### src/sv/keyframe_matrix_interpolator_top_defines.svh
`ifndef KEYFRAME_MATRIX_INTERPOLATOR_TOP_DEFINES_SVH
`define KEYFRAME_MATRIX_INTERPOLATOR_TOP_DEFINES_SVH

// same-cycle implication, disabled while reset is low
`define KMI_ASSERT_IMPL(name, clk, rst_n, ante, cons, msg) \
    name: assert property (@(posedge clk) disable iff (!rst_n) (ante) |-> (cons)) \
        else $error(msg);

// next-cycle implication, disabled while reset is low
`define KMI_ASSERT_NEXT(name, clk, rst_n, ante, cons, msg) \
    name: assert property (@(posedge clk) disable iff (!rst_n) (ante) |=> (cons)) \
        else $error(msg);

`endif

### src/sv/kmi_pkg.sv
`default_nettype none

package kmi_pkg;

    localparam int KEYS_DEFAULT   = 64;
    localparam int ELEMS          = 16;
    localparam int CMD_FIFO_DEPTH = 2;
    localparam int DIV_STEPS      = 16;

    localparam logic [16:0] Q_ONE           = 17'h10000;
    localparam logic [6:0]  KEY_COUNT_RESET = 7'd1;

    localparam logic [1:0] FUNC_WR_TIME = 2'd0;
    localparam logic [1:0] FUNC_WR_ELEM = 2'd1;
    localparam logic [1:0] FUNC_SAMPLE  = 2'd2;

    typedef enum logic [1:0] {
        OP_WR_TIME = 2'd0,
        OP_WR_ELEM = 2'd1,
        OP_SAMPLE  = 2'd2
    } t_op;

    // data is the element value for OP_WR_ELEM, the time otherwise
    typedef struct packed {
        t_op         op;
        logic [5:0]  key;
        logic [3:0]  elem;
        logic [31:0] data;
    } t_cmd;

    typedef struct packed {
        logic        start;
        logic [31:0] dividend;
        logic [31:0] divisor;
    } t_div_req;

    typedef struct packed {
        logic        done;
        logic [15:0] quotient;
    } t_div_rsp;

endpackage

`default_nettype wire

### src/sv/kmi_ifs.sv
`default_nettype none

interface kmi_in_if;
    logic               valid;
    logic               ready;
    logic        [1:0]  func;
    logic        [5:0]  key_index;
    logic        [3:0]  element_index;
    logic signed [31:0] element_value;
    logic        [31:0] time_value;

    modport source (
        output valid, func, key_index, element_index, element_value, time_value,
        input  ready
    );
    modport sink (
        input  valid, func, key_index, element_index, element_value, time_value,
        output ready
    );
endinterface


`default_nettype wire

### src/sv/kmi_front.sv
`default_nettype none

module kmi_front
    import kmi_pkg::*;
#(
    parameter int KEYS = KEYS_DEFAULT
) (
    input  wire logic  i_clk,
    input  wire logic  i_rst_n,
    kmi_in_if.sink     i_in,
    output logic       o_cmd_valid,
    input  wire logic  i_cmd_ready,
    output t_cmd       o_cmd
);

    logic r_valid;
    t_cmd r_cmd;
    logic keep;
    t_cmd cmd;
    logic key_ok;

    assign key_ok = 32'(i_in.key_index) < KEYS;

    // unused func codes and writes past the table are taken and dropped here
    always_comb begin
        keep      = 1'b0;
        cmd.op    = OP_SAMPLE;
        cmd.key   = i_in.key_index;
        cmd.elem  = i_in.element_index;
        cmd.data  = i_in.time_value;
        unique case (i_in.func)
            FUNC_WR_TIME: begin
                cmd.op = OP_WR_TIME;
                keep   = key_ok;
            end
            FUNC_WR_ELEM: begin
                cmd.op   = OP_WR_ELEM;
                cmd.data = i_in.element_value;
                keep     = key_ok;
            end
            FUNC_SAMPLE: begin
                cmd.op = OP_SAMPLE;
                keep   = 1'b1;
            end
            default: begin
                keep = 1'b0;
            end
        endcase
    end

    assign i_in.ready  = !r_valid || i_cmd_ready;
    assign o_cmd_valid = r_valid;
    assign o_cmd       = r_cmd;

    always_ff @(posedge i_clk) begin
        if (!i_rst_n) begin
            r_valid <= 1'b0;
        end else if (i_in.valid && i_in.ready) begin
            r_valid <= keep;
        end else if (i_cmd_ready) begin
            r_valid <= 1'b0;
        end
    end

    always_ff @(posedge i_clk) begin
        if (i_in.valid && i_in.ready) begin
            r_cmd <= cmd;
        end
    end

endmodule

`default_nettype wire

### src/flat_wrapper.sv
// flat-port wrapper written by rule: the top's interface ports become plain ports
module kmi_front_flat import kmi_pkg::*;
#(
    parameter int KEYS = KEYS_DEFAULT
)
  (i_clk, i_rst_n, o_cmd_valid, i_cmd_ready, o_cmd, i_in_valid, i_in_func, i_in_key_index, i_in_element_index, i_in_element_value, i_in_time_value, i_in_ready);
  kmi_in_if i_in_i ();
  input  wire logic i_clk;
  input  wire logic i_rst_n;
  output logic o_cmd_valid;
  input  wire logic i_cmd_ready;
  output t_cmd o_cmd;
  input wire logic [$bits(i_in_i.valid)-1:0] i_in_valid;
  input wire logic [$bits(i_in_i.func)-1:0] i_in_func;
  input wire logic [$bits(i_in_i.key_index)-1:0] i_in_key_index;
  input wire logic [$bits(i_in_i.element_index)-1:0] i_in_element_index;
  input wire logic [$bits(i_in_i.element_value)-1:0] i_in_element_value;
  input wire logic [$bits(i_in_i.time_value)-1:0] i_in_time_value;
  output wire logic [$bits(i_in_i.ready)-1:0] i_in_ready;
  assign i_in_i.valid = i_in_valid;
  assign i_in_i.func = i_in_func;
  assign i_in_i.key_index = i_in_key_index;
  assign i_in_i.element_index = i_in_element_index;
  assign i_in_i.element_value = i_in_element_value;
  assign i_in_i.time_value = i_in_time_value;
  assign i_in_ready = i_in_i.ready;
  kmi_front #(.KEYS(KEYS)) u_core (.i_clk(i_clk), .i_rst_n(i_rst_n), .i_in(i_in_i), .o_cmd_valid(o_cmd_valid), .i_cmd_ready(i_cmd_ready), .o_cmd(o_cmd));
endmodule
### config.mk
export PLATFORM = sky130hd
export DESIGN_NAME = kmi_front_flat
export DESIGN_NICKNAME = d
export VERILOG_FILES = /design/src/sv/keyframe_matrix_interpolator_top_defines.svh /design/src/sv/kmi_pkg.sv /design/src/sv/kmi_ifs.sv /design/src/sv/kmi_front.sv /design/src/flat_wrapper.sv
export SDC_FILE = /design/constraint.sdc
export NUM_CORES = 1
export LEC_CHECK = 0
export BUFFER_PORTS_ARGS = -buffer_cell sky130_fd_sc_hd__buf_2
export CAP_MARGIN = 40
export CORE_AREA = 5 5 72 74
export DETAILED_ROUTE_END_ITERATION = 8
export DIE_AREA = 0 0 77 79
export PLACE_DENSITY = 0.82
export SYNTH_ARGS = -nofsm -noshare
export SYNTH_HDL_FRONTEND = slang
export SYNTH_SLANG_ARGS = --single-unit
export TNS_END_PERCENT = 5
### constraint.sdc
create_clock -name i_clk -period 6.1 [get_ports i_clk]
set_clock_uncertainty 0.2 [all_clocks]
set_input_delay 1.22 -clock i_clk [delete_from_list [all_inputs] [get_ports i_clk]]
set_output_delay 1.22 -clock i_clk [all_outputs]
set_load 0.01 [all_outputs]
==> qor.csv <==
metric,value,unit
outcome,completed,
# setup viols final,0,
synth warn,0,
Post-Layout Cell Count,271,
largest net degree at the start of global routing,34,
number of detailed-route iterations in the first pass,4,
critical path capture point type,output pin,
clk slew on worst S/H paths,0.08,ns
I/O Buffers,125,
WL per Instance,14.88,microns
critical path startpoint category,input pin,
final instance area,0.002670,sq mm
Min Hold Slack,0.3556,ns
Tot GR Track Use,13.64,%
Nets,296,
final WL,4.032,mm
Die Y,79,microns
post-route ant nets,0,
Ports,126,
layout cells sized above 1,78.34,%
CP startpoint,i_cmd_ready,
peak supply drop,0.0001006,V
global route overflow,0,
# resized after CTS,0,
Synth Area in Adders,0,%
Gate Count Post-Synth,87,
number of global-route vias before repair,1330,
Cells after DPL,263,
Max Cap Viol,0,
DR vias/cell,4.601,
Setup Buffers After CTS,0,
reg-to-reg critical path endpoint,u_core.o_cmd[28]$_DFFE_PP_,
Setup TNS,0,ns
xor/xnor share of the synthesized area,0,%
Synth Net Count,167,
Slew Limit Fails,0,
Netlist cell types,12,
Least-Margin Pin Slew,0.5680,ns
gp weighted congestion,0.6947,
crit path DAT,1.62,ns
CORE AREA,0.004536,sq mm
Register-to-Register Path Depth,3,
row cnt,25,
Tightest Hold Check Type,flip-flop to flip-flop,
worst path required time,4.68,ns
RSZ-0062 raised after global routing,no,
slack of the critical path,3.061,ns
Worst Setup Path Type,input pin to output pin,
synth-to-layout area growth,40.03,%
maximum clock frequency,329.0,MHz
"Seq/Total Area, Yosys",70.34,%
CTS Buffer Depth,2,
reg-to-reg startpoint,u_core.o_cmd_valid$_SDFFE_PN0P_,
post-DP HPWL,3.209,mm
diode count,0,
CP Max Fanout,3,
synthesized flop and latch total,45,
Post-CTS Hold Fix Bufs,0,
worst reg-to-reg setup slack,4.43,ns
TritonCTS Sinks,45,
DR iter-0 viols,28,
power per cell area,242.2,mW/mm^2
Synth Area per Inst,21.92,sq um
hold path depth,2,
min Tclk post-route,3.039,ns
DRC errors left,0,
combinational family with the most area after synthesis,multiplexers,
Synth Area in Compound Gates,0.9186,%
Rel. slew slack,62.14,%
DP Area,0.002584,sq mm
simple-gate share of the synthesized area,0.9843,%
first-pass GRT wire length,6.382,mm
CTS buffer count,5,
Die Wd,77,microns
Power Total,0.6466,mW
CTS tree,done,
mapped cell area,0.001907,sq mm
pre-CTS setup slack,3.052,ns
Final Hold Vio Count,0,
H-tree depth,2,
initial antenna violation count,0,
DIE AREA,0.006083,sq mm
worst-skew pair later-pin latency,0.29,ns
Lkg Pwr,1.236,nW
CTS root buf,clkbuf_8,
Finished Core Util,58.87,%
post-synthesis mux area share,24.61,%
hold path startpoint,u_core.o_cmd_valid$_SDFFE_PN0P_,
initial core utilization,42.04,%
final period utilization,49.82,%
via count,1247,
WHS Endpoint,u_core.o_cmd_valid$_SDFFE_PN0P_,
[how the worst max path moves through the flow]
stage / endpoint / slack, ns
floorplan: u_core.o_cmd[0]$_DFFE_PP_ / 3.01
global placement: i_in_ready / 3.09
detailed placement: i_in_ready / 3.05
CTS: i_in_ready / 3.05
global route: i_in_ready / 3.03
finish: i_in_ready / 3.06
[flip-flops by register name, indices dropped and copies added, names as in the netlist]
name	count
u_core.o_cmd_valid	1
u_core.o_cmd	44
[critical path, stage by stage]
cell      delay, ns
buf_2          0.10
nand2b_1       0.15
buf_2          0.15
[cell families after synthesis]
kind of cell / after synthesis
muxes: 32
and+or+nand+nor: 3
AOI/OAI and AO/OA: 2
buffers and inverters: 5
DFF: 45
[cell usage after synthesis]
master,count,area [sq um]
nand2b_1,1,6.260
mux2_2,3,33.78
dfxtp_1,1,20.02
mux2_4,29,435.4
a21boi_0,1,7.510
and2_1,1,6.260
edfxtp_1,44,1321
a21bo_2,1,10.01
buf_8,3,45.04
buf_6,1,11.26
nor2b_1,1,6.260
clkbuf_1,1,3.750
[where the power goes]
group          switching (mW)  internal (mW)
Combinational          0.0443         0.0587
Sequential            0.00445          0.365
Clock                  0.0951         0.0790
[metal layers]
layer / track usage [%] / vias up / share of wire, %
li1: - / 593 / -
met1: 15.09 / 556 / 38
met2: 22.16 / 91 / 46
met3: 7.710 / 7 / 15
met4: 4.639 / 0 / 1.3
met5: 0 / - / 0
[cell type report]
class                   count  area [sq um]
fillers                   344          1866
flip-flops and latches     45          1341
repair buffers            127         660.6
multi-input cells          37         514.2
clock buffers               5         68.82
well taps                  54         67.56
clock inverters             3         17.52
[cells in the final DEF (no fill, tap or decap), types with 2 or more instances in the layout]
cell      netlist  routed
clkbuf_8        0       5
edfxtp_1       44      44
mux2_4         29      29
mux2_2          3       3
buf_2           0     125
clkinv_2        0       2
(Power assumes the default switching activity.)
