**config.mk**
```make
export PLATFORM = sky130hd
export DESIGN_NAME = kmi_cmd_fifo
export DESIGN_NICKNAME = d
export VERILOG_FILES = /design/src/sv/keyframe_matrix_interpolator_top_defines.svh /design/src/sv/kmi_pkg.sv /design/src/sv/kmi_cmd_fifo.sv
export SDC_FILE = /design/constraint.sdc
export NUM_CORES = 1
export LEC_CHECK = 0
export BUFFER_PORTS_ARGS = -buffer_cell sky130_fd_sc_hd__buf_4
export CORE_AREA = 3 3 126 67
export CTS_BUF_LIST = sky130_fd_sc_hd__clkbuf_4 sky130_fd_sc_hd__clkbuf_8
export CTS_CLUSTER_DIAMETER = 40
export DETAILED_ROUTE_END_ITERATION = 10
export DIE_AREA = 0 0 129 70
export MAX_ROUTING_LAYER = met4
export PLACE_DENSITY = 0.81
export SYNTH_ARGS = -nofsm -noshare
export SYNTH_HDL_FRONTEND = slang
export SYNTH_SLANG_ARGS = --single-unit
```
**constraint.sdc**
```tcl
create_clock -name i_clk -period 2.8 [get_ports i_clk]
set_clock_uncertainty 0.1 [all_clocks]
set_input_delay 0.28 -clock i_clk [delete_from_list [all_inputs] [get_ports i_clk]]
set_output_delay 0.28 -clock i_clk [all_outputs]
set_load 0.05 [all_outputs]
```
**src/sv/keyframe_matrix_interpolator_top_defines.svh**
```systemverilog
`ifndef KEYFRAME_MATRIX_INTERPOLATOR_TOP_DEFINES_SVH
`define KEYFRAME_MATRIX_INTERPOLATOR_TOP_DEFINES_SVH

// same-cycle implication, disabled while reset is low
`define KMI_ASSERT_IMPL(name, clk, rst_n, ante, cons, msg) \
    name: assert property (@(posedge clk) disable iff (!rst_n) (ante) |-> (cons)) \
        else $error(msg);

// next-cycle implication, disabled while reset is low
`define KMI_ASSERT_NEXT(name, clk, rst_n, ante, cons, msg) \
    name: assert property (@(posedge clk) disable iff (!rst_n) (ante) |=> (cons)) \
        else $error(msg);

`endif

```
**src/sv/kmi_pkg.sv**
```systemverilog
`default_nettype none

package kmi_pkg;

    localparam int KEYS_DEFAULT   = 64;
    localparam int ELEMS          = 16;
    localparam int CMD_FIFO_DEPTH = 2;
    localparam int DIV_STEPS      = 16;

    localparam logic [16:0] Q_ONE           = 17'h10000;
    localparam logic [6:0]  KEY_COUNT_RESET = 7'd1;

    localparam logic [1:0] FUNC_WR_TIME = 2'd0;
    localparam logic [1:0] FUNC_WR_ELEM = 2'd1;
    localparam logic [1:0] FUNC_SAMPLE  = 2'd2;

    typedef enum logic [1:0] {
        OP_WR_TIME = 2'd0,
        OP_WR_ELEM = 2'd1,
        OP_SAMPLE  = 2'd2
    } t_op;

    // data is the element value for OP_WR_ELEM, the time otherwise
    typedef struct packed {
        t_op         op;
        logic [5:0]  key;
        logic [3:0]  elem;
        logic [31:0] data;
    } t_cmd;

    typedef struct packed {
        logic        start;
        logic [31:0] dividend;
        logic [31:0] divisor;
    } t_div_req;

    typedef struct packed {
        logic        done;
        logic [15:0] quotient;
    } t_div_rsp;

endpackage

`default_nettype wire

```
**src/sv/kmi_cmd_fifo.sv**
```systemverilog
`default_nettype none

module kmi_cmd_fifo
    import kmi_pkg::*;
(
    input  wire logic  i_clk,
    input  wire logic  i_rst_n,
    input  wire logic  i_push_valid,
    output logic       o_push_ready,
    input  wire t_cmd  i_push_cmd,
    output logic       o_pop_valid,
    input  wire logic  i_pop_ready,
    output t_cmd       o_pop_cmd
);

    localparam int PTR_W = $clog2(CMD_FIFO_DEPTH);

    t_cmd             r_mem [CMD_FIFO_DEPTH];
    logic [PTR_W-1:0] r_wr_ptr;
    logic [PTR_W-1:0] r_rd_ptr;
    logic [PTR_W:0]   r_count;
    logic             push;
    logic             pop;

    assign o_push_ready = r_count < (PTR_W+1)'(CMD_FIFO_DEPTH);
    assign o_pop_valid  = r_count != '0;
    assign o_pop_cmd    = r_mem[r_rd_ptr];
    assign push         = i_push_valid && o_push_ready;
    assign pop          = o_pop_valid && i_pop_ready;

    always_ff @(posedge i_clk) begin
        if (!i_rst_n) begin
            r_wr_ptr <= '0;
            r_rd_ptr <= '0;
            r_count  <= '0;
        end else begin
            if (push) begin
                r_wr_ptr <= r_wr_ptr + PTR_W'(1);
            end
            if (pop) begin
                r_rd_ptr <= r_rd_ptr + PTR_W'(1);
            end
            if (push && !pop) begin
                r_count <= r_count + (PTR_W+1)'(1);
            end else if (pop && !push) begin
                r_count <= r_count - (PTR_W+1)'(1);
            end
        end
    end

    always_ff @(posedge i_clk) begin
        if (push) begin
            r_mem[r_wr_ptr] <= i_push_cmd;
        end
    end

endmodule

`default_nettype wire

```
==> results.sh, run 1 <==
export IMPL_worst_pin_slew_ns=0.557
export IMPL_drc=0
export IMPL_drt_iter0_markers=101
export IMPL_r2r_setup_slack_ns=0.94
export IMPL_worst_skew_pair_late_latency_ns=0.35
export IMPL_maxCapViolCount=0
export IMPL_ant_nets=0
export IMPL_antennaDiodeCount=0
export IMPL_antenna_found_initial=0
export IMPL_synth_cell_types=18
export IMPL_hp_class="in2reg"
export IMPL_r2r_start="r_count[1]"
export IMPL_die_w_um=129
export IMPL_max_stage_delay_ns=0.66
export IMPL_routed_wl_um=7300
export IMPL_p_total_mw=4.66
export IMPL_dpl_worst_slack_ns=0.907
export IMPL_firstDrtPassIters=4
export IMPL_num_fill_cells=473
export IMPL_grt_pass1_vias=2215
export IMPL_setup_viol=0
export IMPL_die_h_um=70
export IMPL_area_delta_synth_final_pct=43.9
export IMPL_setup_slack_ns=0.581
export IMPL_cp_end_kind="primary output"
export IMPL_critPathKind="reg2out"
export IMPL_num_vias=1959
export IMPL_run_status="completed"
export IMPL_fp_coreArea_um2=7320
export IMPL_dpl_cell_area_um2=4250
export IMPL_required_ns=2.42
export IMPL_pwr_share_clk_pct=20.6
export IMPL_fin_setup_tns_ns=0
export IMPL_nets=353
export IMPL_grtUsageTotal_pct=16.2
export IMPL_cp_max_fo=24
export IMPL_dp_hpwl_um=4350
export IMPL_synth_top_cell_area_share_pct=77.8
export IMPL_die_area_um2=9030
export IMPL_layout_cells_most_common="buf_4"
export IMPL_wl_per_cell_um=18.0
export IMPL_vias_per_cell=4.84
export IMPL_seq_area_frac_synth_pct=80.7
export IMPL_ios=94
export IMPL_rr_endpoint="r_mem[0][10]"
export IMPL_cp_start_kind="flip-flop"
export IMPL_crit_cells=3
export IMPL_crit_chain="buf_12, mux2_2, buf_4"
export IMPL_numClockSinks=93
export IMPL_arrival_ns=1.84
export IMPL_worstSetupEndpoint="o_pop_cmd[36]"
export IMPL_netSwitchingPower_mw=1.74
export IMPL_cts_max_level=3
export IMPL_hold_path_depth=1
export IMPL_p_int_mw=2.92
export IMPL_hold_viol_final=0
export IMPL_postSynthCellCount=160
export IMPL_power_density_nw_per_um2=954
export IMPL_p_seq_share_pct=39.8
export IMPL_fin_area_um2=4890
export IMPL_synth_top_cell_by_area="edfxtp_1"
export IMPL_synthTopCellsByArea="edfxtp_1 (78%), mux2_2 (15%), dfxtp_1 (2.9%), buf_4 (0.88%), and2_1 (0.74%)"
export IMPL_p_leak_nw=1.82
export IMPL_clockBufferDepth=2
export IMPL_ys_ff_latch=93
export IMPL_synth_area_um2=3400
export IMPL_rr_worst_depth=3
export IMPL_cts_resized=0
export IMPL_layout_common_cells="buf_4 (93), edfxtp_1 (88), mux2_2 (44)"
export IMPL_swShare_pct=37.3
export IMPL_post_route_min_period_ns=2.22
export IMPL_row_count=22
export IMPL_crit_family="flip-flops"
export IMPL_grt_setup_unrepaired="false"
export IMPL_grt_remaining_overflow=0
export IMPL_max_freq_ghz=0.451
export IMPL_fin_crit_sh_pct=79.3
export IMPL_slew_viol_final=0
export IMPL_clk_pin_slew_worst_paths_ns=0.09
export IMPL_ir_drop_mv=0.638
export IMPL_port_buffers=93
export IMPL_start_util_pct=46.4
export IMPL_synth_nets=209
export IMPL_p_comb_share_pct=39.6
export IMPL_globalplace_congestion=0.725
export IMPL_grt_start_max_net_pins=26
export IMPL_slowest_stage="dfxtp_2"
export IMPL_numCtsBuffers=9
export IMPL_cts_tree="done"
export IMPL_drive_gt1_share_pct=51.8
export IMPL_grt_pass1_wl_um=10800
export IMPL_relSlewSlack_pct=62.9
export IMPL_holdWs_ns=0.0276
export IMPL_yosys_warnings=0
export IMPL_root_buffer="clkbuf_8"
export IMPL_syn_avg_cell_area_um2=21.2
export IMPL_crit_buf_inv=2
cells by family (layout without fill, tap and decap cells):
group | after synthesis | in the layout | share of synthesized area (%)
AND/OR/NAND/NOR | 9 | 9 | 1.69
flip-flops | 93 | 93 | 80.7
multiplexers | 44 | 44 | 14.6
adder cells (fa/ha/maj) | 1 | 1 | 0.368
XOR/XNOR | 3 | 3 | 0.773
AO/OA/AOI/OAI | 4 | 4 | 0.736
buffers and inverters | 6 | 155 | 1.14
worst reg2reg max path: cells and delay by family (launching register included):
| kind | cells | cell delay (ns) |
|---|---|---|
| buffers and inverters | 1 | 0.27 |
| flip-flops | 1 | 0.36 |
| AND/OR/NAND/NOR | 2 | 0.83 |
layer usage:
layer	track usage [%]	up-vias	wire length (µm)	part of all wire (%)
met1	16.2	979	2650	36
met2	28.9	53	4140	57
met3	4.58	22	261	3.6
met5	-	-	0	0
li1	-	905	-	-
met4	7.92	0	246	3.4
cells in the mapped netlist, drive strengths merged:
| cell type | number |
|---|---|
| mux2 | 44 |
| or2 | 1 |
| o21ai | 2 |
| dfxtp | 5 |
| edfxtp | 88 |
| inv | 1 |
| ha | 1 |
| o21a | 1 |
| or3 | 1 |
| and2b | 1 |
| a21boi | 1 |
| and2 | 4 |
| nor2b | 2 |
| xor2 | 1 |
| buf | 5 |
| xnor2 | 2 |
how the worst min path moves through the flow:
stage	slack, ns	to	startpoint
6_report	0.03	r_mem[1][38]	i_push_cmd[38]
5_1_grt	0.005	r_mem[1][30]	i_push_cmd[30]
4_1_cts	0.0001	r_mem[0][4]	i_push_cmd[4]
3_5_place_dp	0.37	r_mem[0][26]	i_push_cmd[26]
3_3_place_gp	0.36	r_mem[1][7]	i_push_cmd[7]
2_1_floorplan	0.28	r_mem[0][0]	i_push_cmd[0]
through the flow:
stage,util [%],instances
2_1_floorplan,-,160
3_3_place_gp,58.0,347
3_5_place_dp,58.0,347
4_1_cts,64.4,388
5_1_grt,66.8,405
6_report,66.8,405
state kept, by name (all words and copies together), names as in the netlist, named ones only:
register  flops
r_mem        88
r_count       2
r_rd_ptr      1
r_wr_ptr      1
power groups by stage:
stage               sequential, mW  combinational (mW)  clock (mW)
finish                        1.85                1.85       0.962
global route                  1.88                1.93        1.04
detailed placement            1.88                1.80           0
CTS                           1.85                1.83       0.981
global placement              1.86                1.77           0
floorplan                     1.83                1.31           0
what timing repair did:
| item | 4_1_cts | 5_1_grt |
|---|---|---|
| setup buffers | 0 | 0 |
| hold buffers | 25 | 17 |
| endpoints found under the hold margin | 48 | 33 |
final cells by class:
type	count	area (µm²)	area share, %
clock buffers	9	124	2.53
well taps	96	120	2.46
inverters	1	3.75	0.0768
repair buffers	138	1180	24.1
flip-flops and latches	93	2740	56.1
clock inverters	7	98.8	2.02
multi-input cells	61	619	12.7
Note: power is estimated with default switching activity, not from simulation.
==> inputs of run 2 (changes only) <==
==> constraint.sdc (replaced) <==
create_clock -name i_clk -period 2.25 [get_ports i_clk]
set_clock_uncertainty 0.1 [all_clocks]
set_input_delay 0.225 -clock i_clk [delete_from_list [all_inputs] [get_ports i_clk]]
set_output_delay 0.225 -clock i_clk [all_outputs]
set_load 0.05 [all_outputs]
==> results.sh, run 2 (synthesis gave the netlist of run 1 again) <==
export IMPL_firstDrtPassIters=4
export IMPL_ir_drop_mv=0.834
export IMPL_run_status="completed"
export IMPL_fin_area_um2=4900
export IMPL_cp_start_kind="flip-flop"
export IMPL_largest_reg_flops=88
export IMPL_grt_start_max_net_pins=45
export IMPL_root_buffer="clkbuf_8"
export IMPL_top_register="r_mem"
export IMPL_slowest_stage="mux2_2"
export IMPL_hp_class="in2reg"
export IMPL_cts_resized=0
export IMPL_antennaDiodeCount=0
export IMPL_globalplace_congestion=0.729
export IMPL_wl_per_cell_um=16.9
export IMPL_post_route_min_period_ns=1.92
export IMPL_reg_top3="r_mem x88, r_count x2"
export IMPL_grtUsageMet1_pct=18.0
export IMPL_grt_remaining_overflow=0
export IMPL_ios=94
export IMPL_rr_endpoint="r_count[1]"
export IMPL_maxCapViolCount=0
export IMPL_pwr_share_clk_pct=20.2
export IMPL_nets=358
export IMPL_crit_top_cell="buf_4"
export IMPL_swShare_pct=37.1
export IMPL_grt_pass1_vias=2178
export IMPL_grt_use_met3_pct=4.74
export IMPL_crit_buf_inv=2
export IMPL_met2_usage_pct=28.4
export IMPL_required_ns=1.92
export IMPL_rr_worst_depth=4
export IMPL_grt_busiest_layer="met2"
export IMPL_critPathKind="reg2out"
export IMPL_cts_setup_buffers=0
export IMPL_cts_max_level=3
export IMPL_hold_viol_final=0
export IMPL_crit_family="buffers and inverters"
export IMPL_die_area_um2=9030
export IMPL_drc=0
export IMPL_die_w_um=129
export IMPL_fp_coreArea_um2=7320
export IMPL_layout_common_cells="buf_4 (97), edfxtp_1 (88), dlygate4sd3_1 (45)"
export IMPL_worst_pin_slew_ns=0.338
export IMPL_p_int_mw=3.62
export IMPL_r2r_start="r_count[1]"
export IMPL_drt_iter0_markers=125
export IMPL_area_delta_synth_final_pct=44.1
export IMPL_vias_per_cell=4.80
export IMPL_fin_crit_sh_pct=85.4
export IMPL_die_h_um=70
export IMPL_worst_skew_pair_late_latency_ns=0.35
export IMPL_cp_max_fo=24
export IMPL_dp_hpwl_um=4380
export IMPL_numClockSinks=93
export IMPL_relSlewSlack_pct=77.4
export IMPL_grtUsageTotal_pct=16.5
export IMPL_utilization_pct=66.9
export IMPL_slew_viol_final=0
export IMPL_grt_pass1_wl_um=11000
export IMPL_r2r_setup_slack_ns=0.65
export IMPL_hp_start="i_pop_ready"
export IMPL_cp_end_kind="primary output"
export IMPL_p_leak_nw=1.85
export IMPL_max_freq_ghz=0.520
export IMPL_antenna_found_initial=0
export IMPL_port_buffers=93
export IMPL_fin_setup_tns_ns=0
export IMPL_p_seq_share_pct=39.2
export IMPL_drive_gt1_share_pct=51.6
export IMPL_p_comb_share_pct=40.5
export IMPL_row_count=22
export IMPL_crit_chain="buf_4, mux2_2, buf_4"
export IMPL_netSwitchingPower_mw=2.14
export IMPL_hold_path_depth=4
export IMPL_power_density_nw_per_um2=1170
export IMPL_clk_pin_slew_worst_paths_ns=0.08
export IMPL_clockBufferDepth=2
export IMPL_routed_wl_um=6920
export IMPL_layout_cells_most_common="buf_4"
export IMPL_start_util_pct=46.4
export IMPL_grt_setup_unrepaired="false"
export IMPL_setup_viol=0
export IMPL_ant_nets=0
export IMPL_cts_tree="done"
export IMPL_crit_cells=3
export IMPL_dpl_cell_area_um2=4240
export IMPL_p_total_mw=5.75
export IMPL_max_stage_delay_ns=0.40
export IMPL_numCtsBuffers=9
export IMPL_arrival_ns=1.60
export IMPL_num_vias=1969
==> run 2: changes by cell type in the layout (fill, tap and decap cells not counted), sizes merged <==
cell	before	now
buf	96	98
clkinv	0	4
clkinvlp	4	0
dlygate4sd3	42	45
==> run 2: area by class of cell <==
| class | instances | area (µm²) |
|---|---|---|
| Timing Repair Buffer | 143 | 1200 |
| Tap cell | 96 | 120 |
| Clock buffer | 9 | 124 |
| Fill cell | 478 | 2420 |
| Multi-Input combinational cell | 61 | 619 |
| Clock inverter | 7 | 88.8 |
| Inverter | 1 | 3.75 |
| Sequential cell | 93 | 2740 |
==> run 2: worst max path at each step <==
stage | end | start
after floorplan | r_mem[1][0] | r_count[1]
after global placement | o_pop_cmd[3] | flip-flop
after detailed placement | r_count[1] | r_count[1]
after CTS | o_pop_cmd[17] | flip-flop
after global routing | o_pop_cmd[36] | flip-flop
final | o_pop_cmd[4] | flip-flop
==> run 2: stage by stage <==
| step | std cells | worst slack, ns | hold slack, ns |
|---|---|---|---|
| 2_1_floorplan | 160 | 0.126 | 0.224 |
| 6_report | 410 | 0.328 | 0.250 |
| 4_1_cts | 410 | 0.323 | 0.235 |
| 3_5_place_dp | 349 | 0.653 | 0.314 |
| 3_3_place_gp | 349 | 0.739 | 0.310 |
| 5_1_grt | 410 | 0.243 | 0.281 |
==> run 2: per-layer routing <==
metal / share of wire, % / up-vias
met4: 2.1 / 0
met3: 3.1 / 15
li1: - / 920
met5: 0 / -
met1: 39 / 990
met2: 56 / 44
==> run 2: power groups by stage <==
stage	clock (mW)	combinational, mW	sequential, mW
finish	1.16	2.33	2.26
global route	1.26	2.44	2.28
CTS	1.19	2.34	2.25
detailed placement	0	2.27	2.29
global placement	0	2.22	2.27
floorplan	0	1.63	2.27
==> run 2: repair_timing <==
| item | CTS | global route |
|---|---|---|
| hold buffers | 45 | 0 |
| endpoints found under the hold margin | 90 | 0 |
| endpoints found under the setup margin | 0 | 0 |
==> run 2: worst reg2reg max path: stages, from the launching register on <==
cell and delay (ns):
dfxtp_1 0.35, nor2b_1 0.25, ha_1 0.31, or3_1 0.36, a21boi_1 0.16
==> inputs of run 3 (changes only) <==
--- a/config.mk
+++ b/config.mk
@@ -13,6 +13,7 @@
 export DIE_AREA = 0 0 129 70
 export MAX_ROUTING_LAYER = met4
 export PLACE_DENSITY = 0.81
+export REMOVE_ABC_BUFFERS = 1
 export SYNTH_ARGS = -nofsm -noshare
 export SYNTH_HDL_FRONTEND = slang
 export SYNTH_SLANG_ARGS = --single-unit
==> results.sh, run 3 (synthesis gave the netlist of run 1 again) <==
export IMPL_run_status="completed"
export IMPL_fin_crit_sh_pct=83.4
export IMPL_top_register="r_mem"
export IMPL_cp_end_kind="primary output"
export IMPL_layout_cells_most_common="buf_4"
export IMPL_arrival_ns=1.55
export IMPL_drt_iter0_markers=126
export IMPL_max_freq_ghz=0.533
export IMPL_reg_top3="r_mem x88, r_count x2"
export IMPL_p_total_mw=5.89
export IMPL_drc=0
export IMPL_cp_start_kind="flip-flop"
export IMPL_p_int_mw=3.78
export IMPL_cts_tree="done"
export IMPL_grt_remaining_overflow=0
export IMPL_setup_viol=0
export IMPL_grtUsageTotal_pct=16.7
export IMPL_num_fill_cells=471
export IMPL_largest_reg_flops=88
export IMPL_netSwitchingPower_mw=2.10
export IMPL_clk_pin_slew_worst_paths_ns=0.08
export IMPL_start_util_pct=46.4
export IMPL_critPathKind="reg2out"
export IMPL_fin_setup_tns_ns=0
export IMPL_cts_setup_buffers=0
export IMPL_root_buffer="clkbuf_8"
export IMPL_swShare_pct=35.7
export IMPL_fp_coreArea_um2=7320
export IMPL_wl_per_cell_um=16.9
export IMPL_p_seq_share_pct=38.3
export IMPL_ant_nets=0
export IMPL_cp_max_fo=22
export IMPL_hp_class="in2reg"
export IMPL_antenna_found_initial=1
export IMPL_ir_drop_mv=0.726
export IMPL_row_count=22
export IMPL_area_delta_synth_final_pct=45.1
export IMPL_cts_max_level=3
export IMPL_p_leak_nw=1.87
export IMPL_die_w_um=129
export IMPL_layout_common_cells="buf_4 (99), edfxtp_1 (88), dlygate4sd3_1 (45)"
export IMPL_ios=94
export IMPL_drive_gt1_share_pct=51.7
export IMPL_grt_pass1_vias=2151
export IMPL_dp_hpwl_um=4190
export IMPL_firstDrtPassIters=4
export IMPL_globalplace_congestion=0.683
export IMPL_routed_wl_um=6980
export IMPL_relSlewSlack_pct=78.7
export IMPL_required_ns=1.92
export IMPL_nets=359
export IMPL_grt_pass1_wl_um=11100
export IMPL_grt_start_max_net_pins=24
export IMPL_numCtsBuffers=9
export IMPL_pwr_share_clk_pct=22.4
export IMPL_multi_input_area_um2=619
export IMPL_post_route_min_period_ns=1.88
export IMPL_die_area_um2=9030
export IMPL_p_comb_share_pct=39.3
export IMPL_slew_viol_final=0
export IMPL_maxCapViolCount=0
export IMPL_worst_pin_slew_ns=0.319
export IMPL_port_buffers=93
export IMPL_die_h_um=70
export IMPL_power_density_nw_per_um2=1190
export IMPL_num_vias=1937
export IMPL_grt_setup_unrepaired="false"
export IMPL_worst_skew_pair_late_latency_ns=0.34
export IMPL_vias_per_cell=4.70
export IMPL_clockBufferDepth=2
export IMPL_hold_viol_final=0
export IMPL_numClockSinks=93
export IMPL_seq_area_um2=2740
==> run 3: cell types whose count changed in the layout (fill, tap and decap cells not counted), sizes merged <==
cell | previous run | this run
clkbuf | 9 | 12
inv | 2 | 1
clkinv | 4 | 1
diode | 0 | 1
buf | 98 | 99
bufinv | 2 | 3
==> run 3: metal layers <==
layer / track usage (%) / share of wire [%]
met5: - / 0
met3: 5.35 / 3.3
met1: 17.3 / 38
met2: 29.9 / 57
met4: 6.29 / 2.3
==> run 3: what timing repair did <==
item                                   in CTS  in global routing
hold buffers                               45                  0
endpoints found under the hold margin      91                  0
gates resized for setup                     0                  0
==> run 3: area by class of cell <==
type / instances / share of cell area [%]
inverter: 1 / 0.0761
multi-input combinational: 61 / 12.6
clock inverter: 4 / 1.93
antenna: 1 / 0.0507
sequential: 93 / 55.6
tap: 96 / 2.44
clock buffer: 12 / 3.10
timing repair buffer: 144 / 24.2
==> run 3: power by group through the flow <==
stage	Combinational (mW)	Clock (mW)	Sequential [mW]
CTS	2.33	1.35	2.25
floorplan	1.53	0	2.34
detailed placement	2.25	0	2.29
global placement	2.23	0	2.27
finish	2.31	1.32	2.25
global route	2.42	1.42	2.28
==> run 3: worst max-delay path: stages (launching register included) <==
cell     delay [ns]
dfxtp_2        0.33
buf_4          0.29
mux2_2         0.39
buf_4          0.19
==> run 3: stage by stage <==
| step | hold WS, ns | worst slack [ns] | instance area [µm²] | std cells | utilization (%) |
|---|---|---|---|---|---|
| finish | 0.265 | 0.374 | 4930 | 412 | 67.3 |
| global route | 0.280 | 0.286 | 4930 | 412 | 67.3 |
| CTS | 0.253 | 0.350 | 4930 | 411 | 67.3 |
| detailed placement | 0.312 | 0.668 | 4230 | 350 | 57.8 |
| global placement | 0.310 | 0.738 | 4230 | 350 | 57.8 |
| floorplan | 0.224 | 0.126 | 3360 | 155 | - |
==> run 3: worst paths after layout <==
| check | startpoint | endpoint | slack [ns] | depth (start not counted) |
|---|---|---|---|---|
| min reg2reg | r_count[1] | r_count[1] | 0.45 | 2 |
| max reg2reg | r_count[1] | r_count[1] | 0.67 | 4 |
| min | i_pop_ready | r_rd_ptr | 0.27 | 4 |
| max | flip-flop | o_pop_cmd[16] | 0.37 | 3 |
